## src/hw/rtl/source_text_tokenizer_assert.svh

```systemverilog
// assertion macros shared by the tokenizer rtl
// expects signals named clk and arst_n in the including module
`ifndef SOURCE_TEXT_TOKENIZER_ASSERT_SVH
`define SOURCE_TEXT_TOKENIZER_ASSERT_SVH

// same-cycle implication, off during reset
`define STT_ASSERT_NOW(lbl, ante, cons, msg) \
	lbl: assert property (@(posedge clk) disable iff (!arst_n) (ante) |-> (cons)) \
		else $error(msg);

// next-cycle implication, off during reset
`define STT_ASSERT_NEXT(lbl, ante, cons, msg) \
	lbl: assert property (@(posedge clk) disable iff (!arst_n) (ante) |=> (cons)) \
		else $error(msg);

`endif

```

## src/hw/rtl/stt_pkg.sv

```systemverilog
// shared types, character codes and keyword patterns for the tokenizer
// no dependencies
package stt_pkg;

	localparam int TEXT_W = 64;
	localparam int LEN_W = 8;
	localparam int VALUE_W = 32;

	localparam int QUEUE_DEPTH = 4;
	localparam int PTR_W = 2;
	localparam int CNT_W = 3;

	typedef enum logic [3:0] {
		KIND_EOF = 4'd0,
		KIND_LET = 4'd1,
		KIND_COLON = 4'd2,
		KIND_SEMI = 4'd3,
		KIND_I32 = 4'd4,
		KIND_IDENT = 4'd5,
		KIND_LIT = 4'd6,
		KIND_EQ = 4'd7,
		KIND_PLUS = 4'd8,
		KIND_OPEN = 4'd9,
		KIND_CLOSE = 4'd10,
		KIND_RETURN = 4'd11,
		KIND_UNKNOWN = 4'd12
	} kind_t;

	localparam logic [7:0] CH_SPACE = 8'h20;
	localparam logic [7:0] CH_TAB = 8'h09;
	localparam logic [7:0] CH_NL = 8'h0A;
	localparam logic [7:0] CH_COLON = 8'h3A;
	localparam logic [7:0] CH_SEMI = 8'h3B;
	localparam logic [7:0] CH_EQ = 8'h3D;
	localparam logic [7:0] CH_PLUS = 8'h2B;
	localparam logic [7:0] CH_OPEN = 8'h7B;
	localparam logic [7:0] CH_CLOSE = 8'h7D;
	localparam logic [7:0] CH_ZERO = 8'h30;

	// keyword text, first character in the low byte
	localparam logic [TEXT_W-1:0] TEXT_LET = 64'h0000_0000_0074_656C;
	localparam logic [TEXT_W-1:0] TEXT_RETURN = 64'h0000_6E72_7574_6572;
	localparam logic [TEXT_W-1:0] TEXT_I32 = 64'h0000_0000_0032_3369;
	localparam logic [LEN_W-1:0] LEN_LET = 8'd3;
	localparam logic [LEN_W-1:0] LEN_RETURN = 8'd6;
	localparam logic [LEN_W-1:0] LEN_I32 = 8'd3;

	typedef struct packed {
		kind_t kind;
		logic [TEXT_W-1:0] text;
		logic [LEN_W-1:0] length;
		logic overlong;
		logic [VALUE_W-1:0] value;
		logic last;
	} result_t;

	// results produced by one scanner step, first goes out first
	typedef struct packed {
		logic [1:0] count;
		result_t first;
		result_t second;
	} push_t;

	function automatic logic is_letter(input logic [7:0] b);
		return (b >= 8'h41 && b <= 8'h5A) || (b >= 8'h61 && b <= 8'h7A);
	endfunction

	function automatic logic is_digit(input logic [7:0] b);
		return b >= 8'h30 && b <= 8'h39;
	endfunction

endpackage

```

## src/hw/rtl/stt_in_if.sv

```systemverilog
// valid/ready channel for source bytes
// no dependencies
interface stt_in_if;
	logic valid;
	logic ready;
	logic [7:0] byte_in;
	logic end_of_text;

	modport source (output valid, output byte_in, output end_of_text, input ready);
	modport sink (input valid, input byte_in, input end_of_text, output ready);
endinterface

```

## src/hw/rtl/stt_out_if.sv

```systemverilog
// valid/ready channel for tokens
// no dependencies
interface stt_out_if;
	logic valid;
	logic ready;
	logic [3:0] token_kind;
	logic [63:0] token_text;
	logic [7:0] token_length;
	logic overlong;
	logic [31:0] literal_value;
	logic last_of_run;

	modport source (output valid, output token_kind, output token_text, output token_length,
		output overlong, output literal_value, output last_of_run, input ready);
	modport sink (input valid, input token_kind, input token_text, input token_length,
		input overlong, input literal_value, input last_of_run, output ready);
endinterface

```

## src/hw/rtl/source_text_tokenizer.sv

```systemverilog
// Source text tokenizer, top level.
// Channels: in_ch takes one source byte or an end mark (end_of_text) per
// transaction; out_ch gives one token per transaction with kind, first eight
// characters, saturated length, overlong flag and literal value. last_of_run
// marks the final token caused by an input transaction; one input gives zero,
// one or two tokens.
// Path: a token caused by an accepted byte passes the input register, then
// the scanner step into the queue, before it can be taken.
// Throughput: one input per cycle while each input gives at most one token
// and the receiver does not stall; the single output port sets the limit, so
// inputs giving two tokens are drained one token at a time.
// Stall: a four-entry result queue absorbs a stalled receiver; the scanner
// steps only while two entries are free, and the input register holds its
// byte until then, dropping in_ch.ready.
// Reset (arst_n low): no token open, queue empty, no output valid.
// depends on stt_pkg, stt_in_if, stt_out_if, stt_scan, stt_outq
module source_text_tokenizer #(
	parameter int MAX_TOKEN_LEN = 254
) (
	input logic clk,
	input logic arst_n,
	stt_in_if.sink in_ch,
	stt_out_if.source out_ch
);
	import stt_pkg::*;

	logic valid_s1;
	logic [7:0] byte_s1;
	logic eot_s1;
	logic room, advance, head_valid;
	push_t push;
	result_t head;

	assign advance = valid_s1 && room;
	assign in_ch.ready = !valid_s1 || advance;

	// input register
	always_ff @(posedge clk or negedge arst_n) begin
		if (!arst_n) begin
			valid_s1 <= 1'b0;
		end else if (in_ch.ready) begin
			valid_s1 <= in_ch.valid;
		end
	end

	always_ff @(posedge clk) begin
		if (in_ch.ready && in_ch.valid) begin
			byte_s1 <= in_ch.byte_in;
			eot_s1 <= in_ch.end_of_text;
		end
	end

	stt_scan #(.MAX_TOKEN_LEN(MAX_TOKEN_LEN)) u_scan (
		.clk(clk),
		.arst_n(arst_n),
		.step(advance),
		.byte_in(byte_s1),
		.end_of_text(eot_s1),
		.push(push)
	);

	stt_outq u_outq (
		.clk(clk),
		.arst_n(arst_n),
		.push(push),
		.room(room),
		.head_valid(head_valid),
		.head(head),
		.head_ready(out_ch.ready)
	);

	// output channel
	assign out_ch.valid = head_valid;
	assign out_ch.token_kind = head.kind;
	assign out_ch.token_text = head.text;
	assign out_ch.token_length = head.length;
	assign out_ch.overlong = head.overlong;
	assign out_ch.literal_value = head.value;
	assign out_ch.last_of_run = head.last;

endmodule

```

## src/hw/rtl/stt_scan.sv

```systemverilog
// scanner core: token state registers and the per-byte step logic
// depends on stt_pkg
module stt_scan #(
	parameter int MAX_TOKEN_LEN = 254
) (
	input logic clk,
	input logic arst_n,
	input logic step,
	input logic [7:0] byte_in,
	input logic end_of_text,
	output stt_pkg::push_t push
);
	import stt_pkg::*;

	typedef enum logic [1:0] {
		MODE_IDLE = 2'd0,
		MODE_WORD = 2'd1,
		MODE_WDIG = 2'd2,
		MODE_LIT = 2'd3
	} mode_t;

	localparam logic [LEN_W-1:0] MAX_LEN = LEN_W'(MAX_TOKEN_LEN);

	mode_t mode_q, mode_d;
	logic [TEXT_W-1:0] prefix_q, prefix_d;
	logic [LEN_W-1:0] count_q, count_d;
	logic ovf_q, ovf_d;
	logic [VALUE_W-1:0] acc_q, acc_d;

	logic letter, digit, space;
	logic extend, has_pend, has_single;
	logic [VALUE_W-1:0] digit_val;
	kind_t pend_kind, byte_kind;
	result_t pend_res, single_res;

	// byte classes
	always_comb begin
		letter = is_letter(byte_in);
		digit = is_digit(byte_in);
		space = (byte_in == CH_SPACE) || (byte_in == CH_TAB) || (byte_in == CH_NL);
		digit_val = VALUE_W'(byte_in - CH_ZERO);
	end

	// kind of the open token, keywords matched on the whole word
	always_comb begin
		if (mode_q == MODE_LIT)
			pend_kind = KIND_LIT;
		else if (!ovf_q && count_q == LEN_LET && prefix_q == TEXT_LET)
			pend_kind = KIND_LET;
		else if (!ovf_q && count_q == LEN_RETURN && prefix_q == TEXT_RETURN)
			pend_kind = KIND_RETURN;
		else if (!ovf_q && count_q == LEN_I32 && prefix_q == TEXT_I32)
			pend_kind = KIND_I32;
		else
			pend_kind = KIND_IDENT;
	end

	// one-byte token kinds
	always_comb begin
		unique case (byte_in)
			CH_COLON: byte_kind = KIND_COLON;
			CH_SEMI: byte_kind = KIND_SEMI;
			CH_EQ: byte_kind = KIND_EQ;
			CH_PLUS: byte_kind = KIND_PLUS;
			CH_OPEN: byte_kind = KIND_OPEN;
			CH_CLOSE: byte_kind = KIND_CLOSE;
			default: byte_kind = KIND_UNKNOWN;
		endcase
	end

	// candidate results
	always_comb begin
		pend_res.kind = pend_kind;
		pend_res.text = prefix_q;
		pend_res.length = count_q;
		pend_res.overlong = ovf_q;
		pend_res.value = (mode_q == MODE_LIT) ? acc_q : '0;
		pend_res.last = 1'b0;

		if (end_of_text) begin
			single_res.kind = KIND_EOF;
			single_res.text = '0;
			single_res.length = '0;
		end else begin
			single_res.kind = byte_kind;
			single_res.text = TEXT_W'(byte_in);
			single_res.length = LEN_W'(1);
		end
		single_res.overlong = 1'b0;
		single_res.value = '0;
		single_res.last = 1'b0;
	end

	// step decision, next state and result bundle
	always_comb begin
		extend = !end_of_text && (((mode_q == MODE_WORD) && (letter || digit)) ||
			((mode_q == MODE_WDIG) && digit) || ((mode_q == MODE_LIT) && digit));
		has_pend = (mode_q != MODE_IDLE);
		has_single = end_of_text || !(space || letter || digit);

		mode_d = MODE_IDLE;
		prefix_d = '0;
		count_d = '0;
		ovf_d = 1'b0;
		acc_d = '0;
		push = '0;

		if (extend) begin
			// append to the open token
			mode_d = (mode_q == MODE_WORD && digit) ? MODE_WDIG : mode_q;
			prefix_d = prefix_q;
			if (count_q < LEN_W'(8))
				prefix_d[{count_q[2:0], 3'b000} +: 8] = byte_in;
			count_d = (count_q < MAX_LEN) ? count_q + LEN_W'(1) : count_q;
			ovf_d = ovf_q || (count_q >= MAX_LEN);
			acc_d = (mode_q == MODE_LIT) ?
				(acc_q << 3) + (acc_q << 1) + digit_val : acc_q;
		end else begin
			// close any open token, then handle the byte on its own
			if (!end_of_text && (letter || digit)) begin
				mode_d = letter ? MODE_WORD : MODE_LIT;
				prefix_d = TEXT_W'(byte_in);
				count_d = LEN_W'(1);
				acc_d = digit ? digit_val : '0;
			end
			if (has_pend && has_single) begin
				push.count = 2'd2;
				push.first = pend_res;
				push.second = single_res;
				push.second.last = 1'b1;
			end else if (has_pend || has_single) begin
				push.count = 2'd1;
				push.first = has_pend ? pend_res : single_res;
				push.first.last = 1'b1;
			end
		end

		if (!step)
			push.count = 2'd0;
	end

	// token state
	always_ff @(posedge clk or negedge arst_n) begin
		if (!arst_n) begin
			mode_q <= MODE_IDLE;
			prefix_q <= '0;
			count_q <= '0;
			ovf_q <= 1'b0;
			acc_q <= '0;
		end else if (step) begin
			mode_q <= mode_d;
			prefix_q <= prefix_d;
			count_q <= count_d;
			ovf_q <= ovf_d;
			acc_q <= acc_d;
		end
	end

endmodule

```

## src/hw/rtl/stt_outq.sv

```systemverilog
// four-entry result queue, takes up to two results per cycle, gives one
// depends on stt_pkg and source_text_tokenizer_assert.svh
`include "source_text_tokenizer_assert.svh"

module stt_outq (
	input logic clk,
	input logic arst_n,
	input stt_pkg::push_t push,
	output logic room,
	output logic head_valid,
	output stt_pkg::result_t head,
	input logic head_ready
);
	import stt_pkg::*;

	result_t entry_q [QUEUE_DEPTH];
	logic [PTR_W-1:0] wr_ptr_q, rd_ptr_q;
	logic [CNT_W-1:0] count_q;
	logic pop;

	// head of queue and space for a full step
	always_comb begin
		head_valid = (count_q != '0);
		head = entry_q[rd_ptr_q];
		pop = head_valid && head_ready;
		room = (count_q <= CNT_W'(QUEUE_DEPTH - 2));
	end

	// entry storage
	always_ff @(posedge clk) begin
		if (push.count != 2'd0)
			entry_q[wr_ptr_q] <= push.first;
		if (push.count == 2'd2)
			entry_q[wr_ptr_q + PTR_W'(1)] <= push.second;
	end

	// pointers and fill count
	always_ff @(posedge clk or negedge arst_n) begin
		if (!arst_n) begin
			wr_ptr_q <= '0;
			rd_ptr_q <= '0;
			count_q <= '0;
		end else begin
			wr_ptr_q <= wr_ptr_q + PTR_W'(push.count);
			if (pop)
				rd_ptr_q <= rd_ptr_q + PTR_W'(1);
			count_q <= count_q + CNT_W'(push.count) - CNT_W'(pop);
		end
	end

	`STT_ASSERT_NOW(a_count_bound, 1'b1, count_q <= CNT_W'(QUEUE_DEPTH), "queue count overflow")
	`STT_ASSERT_NOW(a_push_room, push.count != 2'd0, count_q <= CNT_W'(QUEUE_DEPTH - 2), "push without room")
	`STT_ASSERT_NEXT(a_pop_only, pop && push.count == 2'd0, count_q == $past(count_q) - CNT_W'(1), "pop count slip")

endmodule
```

## src/flat_wrapper.sv

```systemverilog
// flat-port wrapper written by rule: the top's interface ports become plain ports
module source_text_tokenizer_flat import stt_pkg::*;
#(
	parameter int MAX_TOKEN_LEN = 254
)
  (clk, arst_n, in_ch_valid, in_ch_byte_in, in_ch_end_of_text, in_ch_ready, out_ch_valid, out_ch_token_kind, out_ch_token_text, out_ch_token_length, out_ch_overlong, out_ch_literal_value, out_ch_last_of_run, out_ch_ready);
  stt_in_if in_ch_i ();
  stt_out_if out_ch_i ();
  input logic clk;
  input logic arst_n;
  input wire logic [$bits(in_ch_i.valid)-1:0] in_ch_valid;
  input wire logic [$bits(in_ch_i.byte_in)-1:0] in_ch_byte_in;
  input wire logic [$bits(in_ch_i.end_of_text)-1:0] in_ch_end_of_text;
  output wire logic [$bits(in_ch_i.ready)-1:0] in_ch_ready;
  output wire logic [$bits(out_ch_i.valid)-1:0] out_ch_valid;
  output wire logic [$bits(out_ch_i.token_kind)-1:0] out_ch_token_kind;
  output wire logic [$bits(out_ch_i.token_text)-1:0] out_ch_token_text;
  output wire logic [$bits(out_ch_i.token_length)-1:0] out_ch_token_length;
  output wire logic [$bits(out_ch_i.overlong)-1:0] out_ch_overlong;
  output wire logic [$bits(out_ch_i.literal_value)-1:0] out_ch_literal_value;
  output wire logic [$bits(out_ch_i.last_of_run)-1:0] out_ch_last_of_run;
  input wire logic [$bits(out_ch_i.ready)-1:0] out_ch_ready;
  assign in_ch_i.valid = in_ch_valid;
  assign in_ch_i.byte_in = in_ch_byte_in;
  assign in_ch_i.end_of_text = in_ch_end_of_text;
  assign in_ch_ready = in_ch_i.ready;
  assign out_ch_valid = out_ch_i.valid;
  assign out_ch_token_kind = out_ch_i.token_kind;
  assign out_ch_token_text = out_ch_i.token_text;
  assign out_ch_token_length = out_ch_i.token_length;
  assign out_ch_overlong = out_ch_i.overlong;
  assign out_ch_literal_value = out_ch_i.literal_value;
  assign out_ch_last_of_run = out_ch_i.last_of_run;
  assign out_ch_i.ready = out_ch_ready;
  source_text_tokenizer #(.MAX_TOKEN_LEN(MAX_TOKEN_LEN)) u_core (.clk(clk), .arst_n(arst_n), .in_ch(in_ch_i), .out_ch(out_ch_i));
endmodule
```

## config.mk

```make
export PLATFORM = sky130hd
export DESIGN_NAME = source_text_tokenizer_flat
export DESIGN_NICKNAME = d
export VERILOG_FILES = /design/src/hw/rtl/stt_pkg.sv /design/src/hw/rtl/stt_in_if.sv /design/src/hw/rtl/stt_out_if.sv /design/src/hw/rtl/source_text_tokenizer.sv /design/src/hw/rtl/stt_scan.sv /design/src/hw/rtl/stt_outq.sv /design/src/flat_wrapper.sv
export VERILOG_INCLUDE_DIRS = /design/src /design/src/hw/rtl
export SDC_FILE = /design/constraint.sdc
export NUM_CORES = 1
export LEC_CHECK = 0
export ABC_AREA = 1
export BUFFER_PORTS_ARGS = -buffer_cell sky130_fd_sc_hd__buf_2
export CAP_MARGIN = 20
export CORE_ASPECT_RATIO = 0.6
export CORE_UTILIZATION = 25
export DETAILED_ROUTE_END_ITERATION = 6
export SLEW_MARGIN = 30
export SYNTH_ARGS = -nofsm -noshare
export SYNTH_HDL_FRONTEND = slang
export SYNTH_SLANG_ARGS = --single-unit
export TNS_END_PERCENT = 20
```

## constraint.sdc

```tcl
create_clock -name clk -period 6.4 [get_ports clk]
set_clock_uncertainty 0.15 [all_clocks]
set_input_delay 1.28 -clock clk [delete_from_list [all_inputs] [get_ports clk]]
set_output_delay 1.28 -clock clk [all_outputs]
set_load 0.02 [all_outputs]
```

==> flow_summary.toml <==
[run_status]
status = "finished with violations"
failed_checks = "design-rule violations"

[grt]
grt_pass1_wl_mm = 162
grt_pass1_vias = 26000
grt_overflow = 0
grt_use_total = 0.176
grt_max_degree = 133
antenna_found_initial = 6

[layout]
drive_gt1_frac = 0.0806
area_growth_pct = 13.3
antenna_cells = 0
fin_util = 0.286
finalNetCount = 3972
fin_area_mm2 = 0.0327

[worst_setup_path]
crit_end = "out_ch_token_length[0]"
path_class = "register to output pin"
crit_required_ns = 4.97
reg2reg_slack_ns = 1.33
ff2ff_path_depth = 16
cp-end-kind = "output pin"
setup.worst_path.start_class = "register"
crit_start = "u_core.u_outq.rd_ptr_q[0]"
cp.arrival_ns = 3.70
r2r_start = "u_core.byte_s1[4]"
crit-reg2reg-capture = "u_core.u_outq.entry_q[0][44]"
crit_fanout = 64

[synthesis]
synth-compound-area-share = 0.110
synth_top_family_by_area = "simple AND/OR/NAND/NOR gates"
async_reset_ff_frac = 0.204
synth_flop_cell = "dfxtp_1"
yosys.area_share.xor_xnor = 0.00638
synth_fa_ha_area_frac = 0.0408
yosysUniqueCellTypes = 45
ys_top_cells_by_area = "dfxtp_1, nand3_1, dfrtp_1"
yosysWarnings = 0
yosys.area.top_type = "dfxtp_1"
synth_mux_area_frac = 0
synth_top_area_share = 0.267
yosys.area_share.simple = 0.329
syn_nets = 4042
synth_edf_count = 65
postSynthCellCount = 3953
synth-seq-cells = 564
syn_area_mm2 = 0.0288
avgSynthCellArea_um2 = 7.29
synth-seq-area-share = 0.434

[power_and_ir_drop]
sw_frac_of_total = 0.507
p_total_w = 0.0168
pwr-share-seq = 0.261
comb_power_share = 0.520
power.internal_w = 0.00829
pwr-share-clk = 0.218
p_sw_w = 0.00852
powerDensity_mw_per_mm2 = 515
peakVddDrop_mv = 0.541
p_leak_nw = 15.1

[sta]
setup_violations = 0
fmax_ghz = 0.195
slew_headroom = 0.345
drv_slew = 0
rsz0062_at_grt = "no"
fin_setup_tns_ns = 0
post-route-min-period_ns = 5.13
fin_crit_sh = 0.801
worst_pin_slew_ns = 0.983
finalHoldViolations = 0

[placed_design]
gp_congestion = 0.993
numPortBuffers = 124
dp_hpwl_mm = 67.5
dpl-instance-area_mm2 = 0.0306

[floorplanning]
row_count = 96
die_y_um = 265
die-area_mm2 = 0.117
core_mm2 = 0.114
initial_core_util = 0.252
die_w_um = 440
io-pin-count = 125

[route]
drt_wl_total_mm = 105
drt_iter0_drc = 3212
routedWlPerCell_um = 19.3
firstDrtPassIters = 7
drtAntennaViolNets = 0
via_count = 28200
drc = 1
via_per_inst = 5.17

[worst_hold_path]
hold_path.class = "register to register"
hold-path-cell-count = 2

[cts]
cts_buffer_depth = 3
hold_buffers = 0
clock_latency_ns = 0.67
cts.clk_slew.worst_paths_ns = 0.06
ctsHtreeMaxLevel = 2
cts_tree = "done"
cts_resized = 0
cts_setup_buffers = 0
cts.sinks = 564
root_buffer = "clkbuf_16"
cts_buffers = 57

[flow_run]
cap_viol_max_count = 0
## final cells by class
type / count / area, um^2
clock buffers: 73 / 1610
clock inverters: 35 / 450
fillers: 12400 / 81700
inverters: 262 / 992
multi-input cells: 2826 / 14200
flip-flops and latches: 564 / 12500
well taps: 1519 / 1900
repair buffers: 172 / 1040
## synthesized netlist by cell type, types with 4 or more instances
master and n:
clkbuf_1 162, dfrtp_1 115, nor2_1 384, fa_1 30, ha_1 46, nand3b_1 6
inv_2 8, nor3_1 15, nor2_2 5, edfxtp_1 65, o22ai_1 125, o2111ai_1 10
nand2_1 760, xnor2_1 7, inv_1 250, buf_1 17, buf_4 5, xor2_1 14
a21oi_1 73, nand3_1 895, o21ai_1 40, nand4_1 71, buf_2 116, nand2_2 4
o21ai_0 308, dfxtp_1 384
## cell usage in the layout (no fill, tap or decap), types with 4 or more instances in the layout
master	instances
a21oi_1	72
buf_12	4
buf_2	123
buf_4	44
bufinv_16	8
clkbuf_1	7
clkbuf_16	60
clkbuf_8	6
clkinv_1	4
clkinv_2	20
dfrtp_1	113
dfxtp_1	384
edfxtp_1	65
fa_1	30
ha_1	46
inv_1	247
inv_2	8
nand2_1	756
nand2_2	4
nand2_4	4
nand3_1	895
nand3b_1	6
nand4_1	71
nor2_1	380
nor2_2	6
nor2_4	4
nor3_1	15
o2111ai_1	9
o2111ai_4	4
o21ai_0	307
o21ai_1	39
o22ai_1	125
xnor2_1	7
xor2_1	14
## sequential cells by signal (all words and copies together) (netlist names)
register	flops
u_core.u_outq.entry_q	440
u_core.u_scan.prefix_q	64
u_core.u_scan.acc_q	32
u_core.byte_s1	8
u_core.u_scan.count_q	8
u_core.u_outq.count_q	3
u_core.u_outq.rd_ptr_q	2
u_core.u_outq.wr_ptr_q	2
u_core.u_scan.mode_q	2
u_core.eot_s1	1
u_core.u_scan.ovf_q	1
u_core.valid_s1	1
## worst min-delay path by stage
stage,from,to,slack (ns)
after global routing,u_core.u_outq.entry_q[1][105],u_core.u_outq.entry_q[1][105],0.33
after CTS,u_core.u_outq.entry_q[1][13],u_core.u_outq.entry_q[1][13],0.31
after floorplan,u_core.u_outq.entry_q[1][100],u_core.u_outq.entry_q[1][100],0.29
final,u_core.u_outq.entry_q[1][32],u_core.u_outq.entry_q[1][32],0.31
after global placement,u_core.u_outq.entry_q[1][52],u_core.u_outq.entry_q[1][52],0.30
after detailed placement,u_core.u_outq.entry_q[1][13],u_core.u_outq.entry_q[1][13],0.30
## cells by family after synthesis
logic type | count (synthesis)
adder cells (fa/ha/maj) | 76
XOR/XNOR | 21
buffers and inverters | 563
AND/OR/NAND/NOR | 2149
AO/OA/AOI/OAI | 580
flip-flops | 564
## critical path, stage by stage, from the launching register on
cell	delay, ns
dfrtp_4	0.83
buf_4	0.72
buf_4	0.59
o21ai_0	0.18
o22ai_1	0.41
buf_2	0.26
## per-stage QoR
stage / cells / setup slack (ns) / hold WS (ns)
2_1_floorplan: 3953 / 2.05 / 0.290
3_3_place_gp: 5343 / 1.60 / 0.299
3_5_place_dp: 5343 / 1.48 / 0.305
4_1_cts: 5451 / 1.32 / 0.314
5_1_grt: 5451 / 1.04 / 0.326
6_report: 5451 / 1.27 / 0.311
## power groups by stage
stage | registers (W) | logic (W) | clock network, W
finish | 0.00439 | 0.00875 | 0.00367
global route | 0.00445 | 0.00954 | 0.00388
CTS | 0.00439 | 0.00863 | 0.00372
detailed placement | 0.00446 | 0.00860 | 0
global placement | 0.00445 | 0.00859 | 0
floorplan | 0.00423 | 0.00584 | 0
## routing by layer
layer / vias up / part of all wire / global-route usage
met4: 0 / 0.015 / 0.0339
met3: 124 / 0.10 / 0.0371
met1: 13500 / 0.47 / 0.271
li1: 13200 / - / -
met5: - / 0 / 0
met2: 1366 / 0.41 / 0.247
Power figures use the tool's default switching activity.
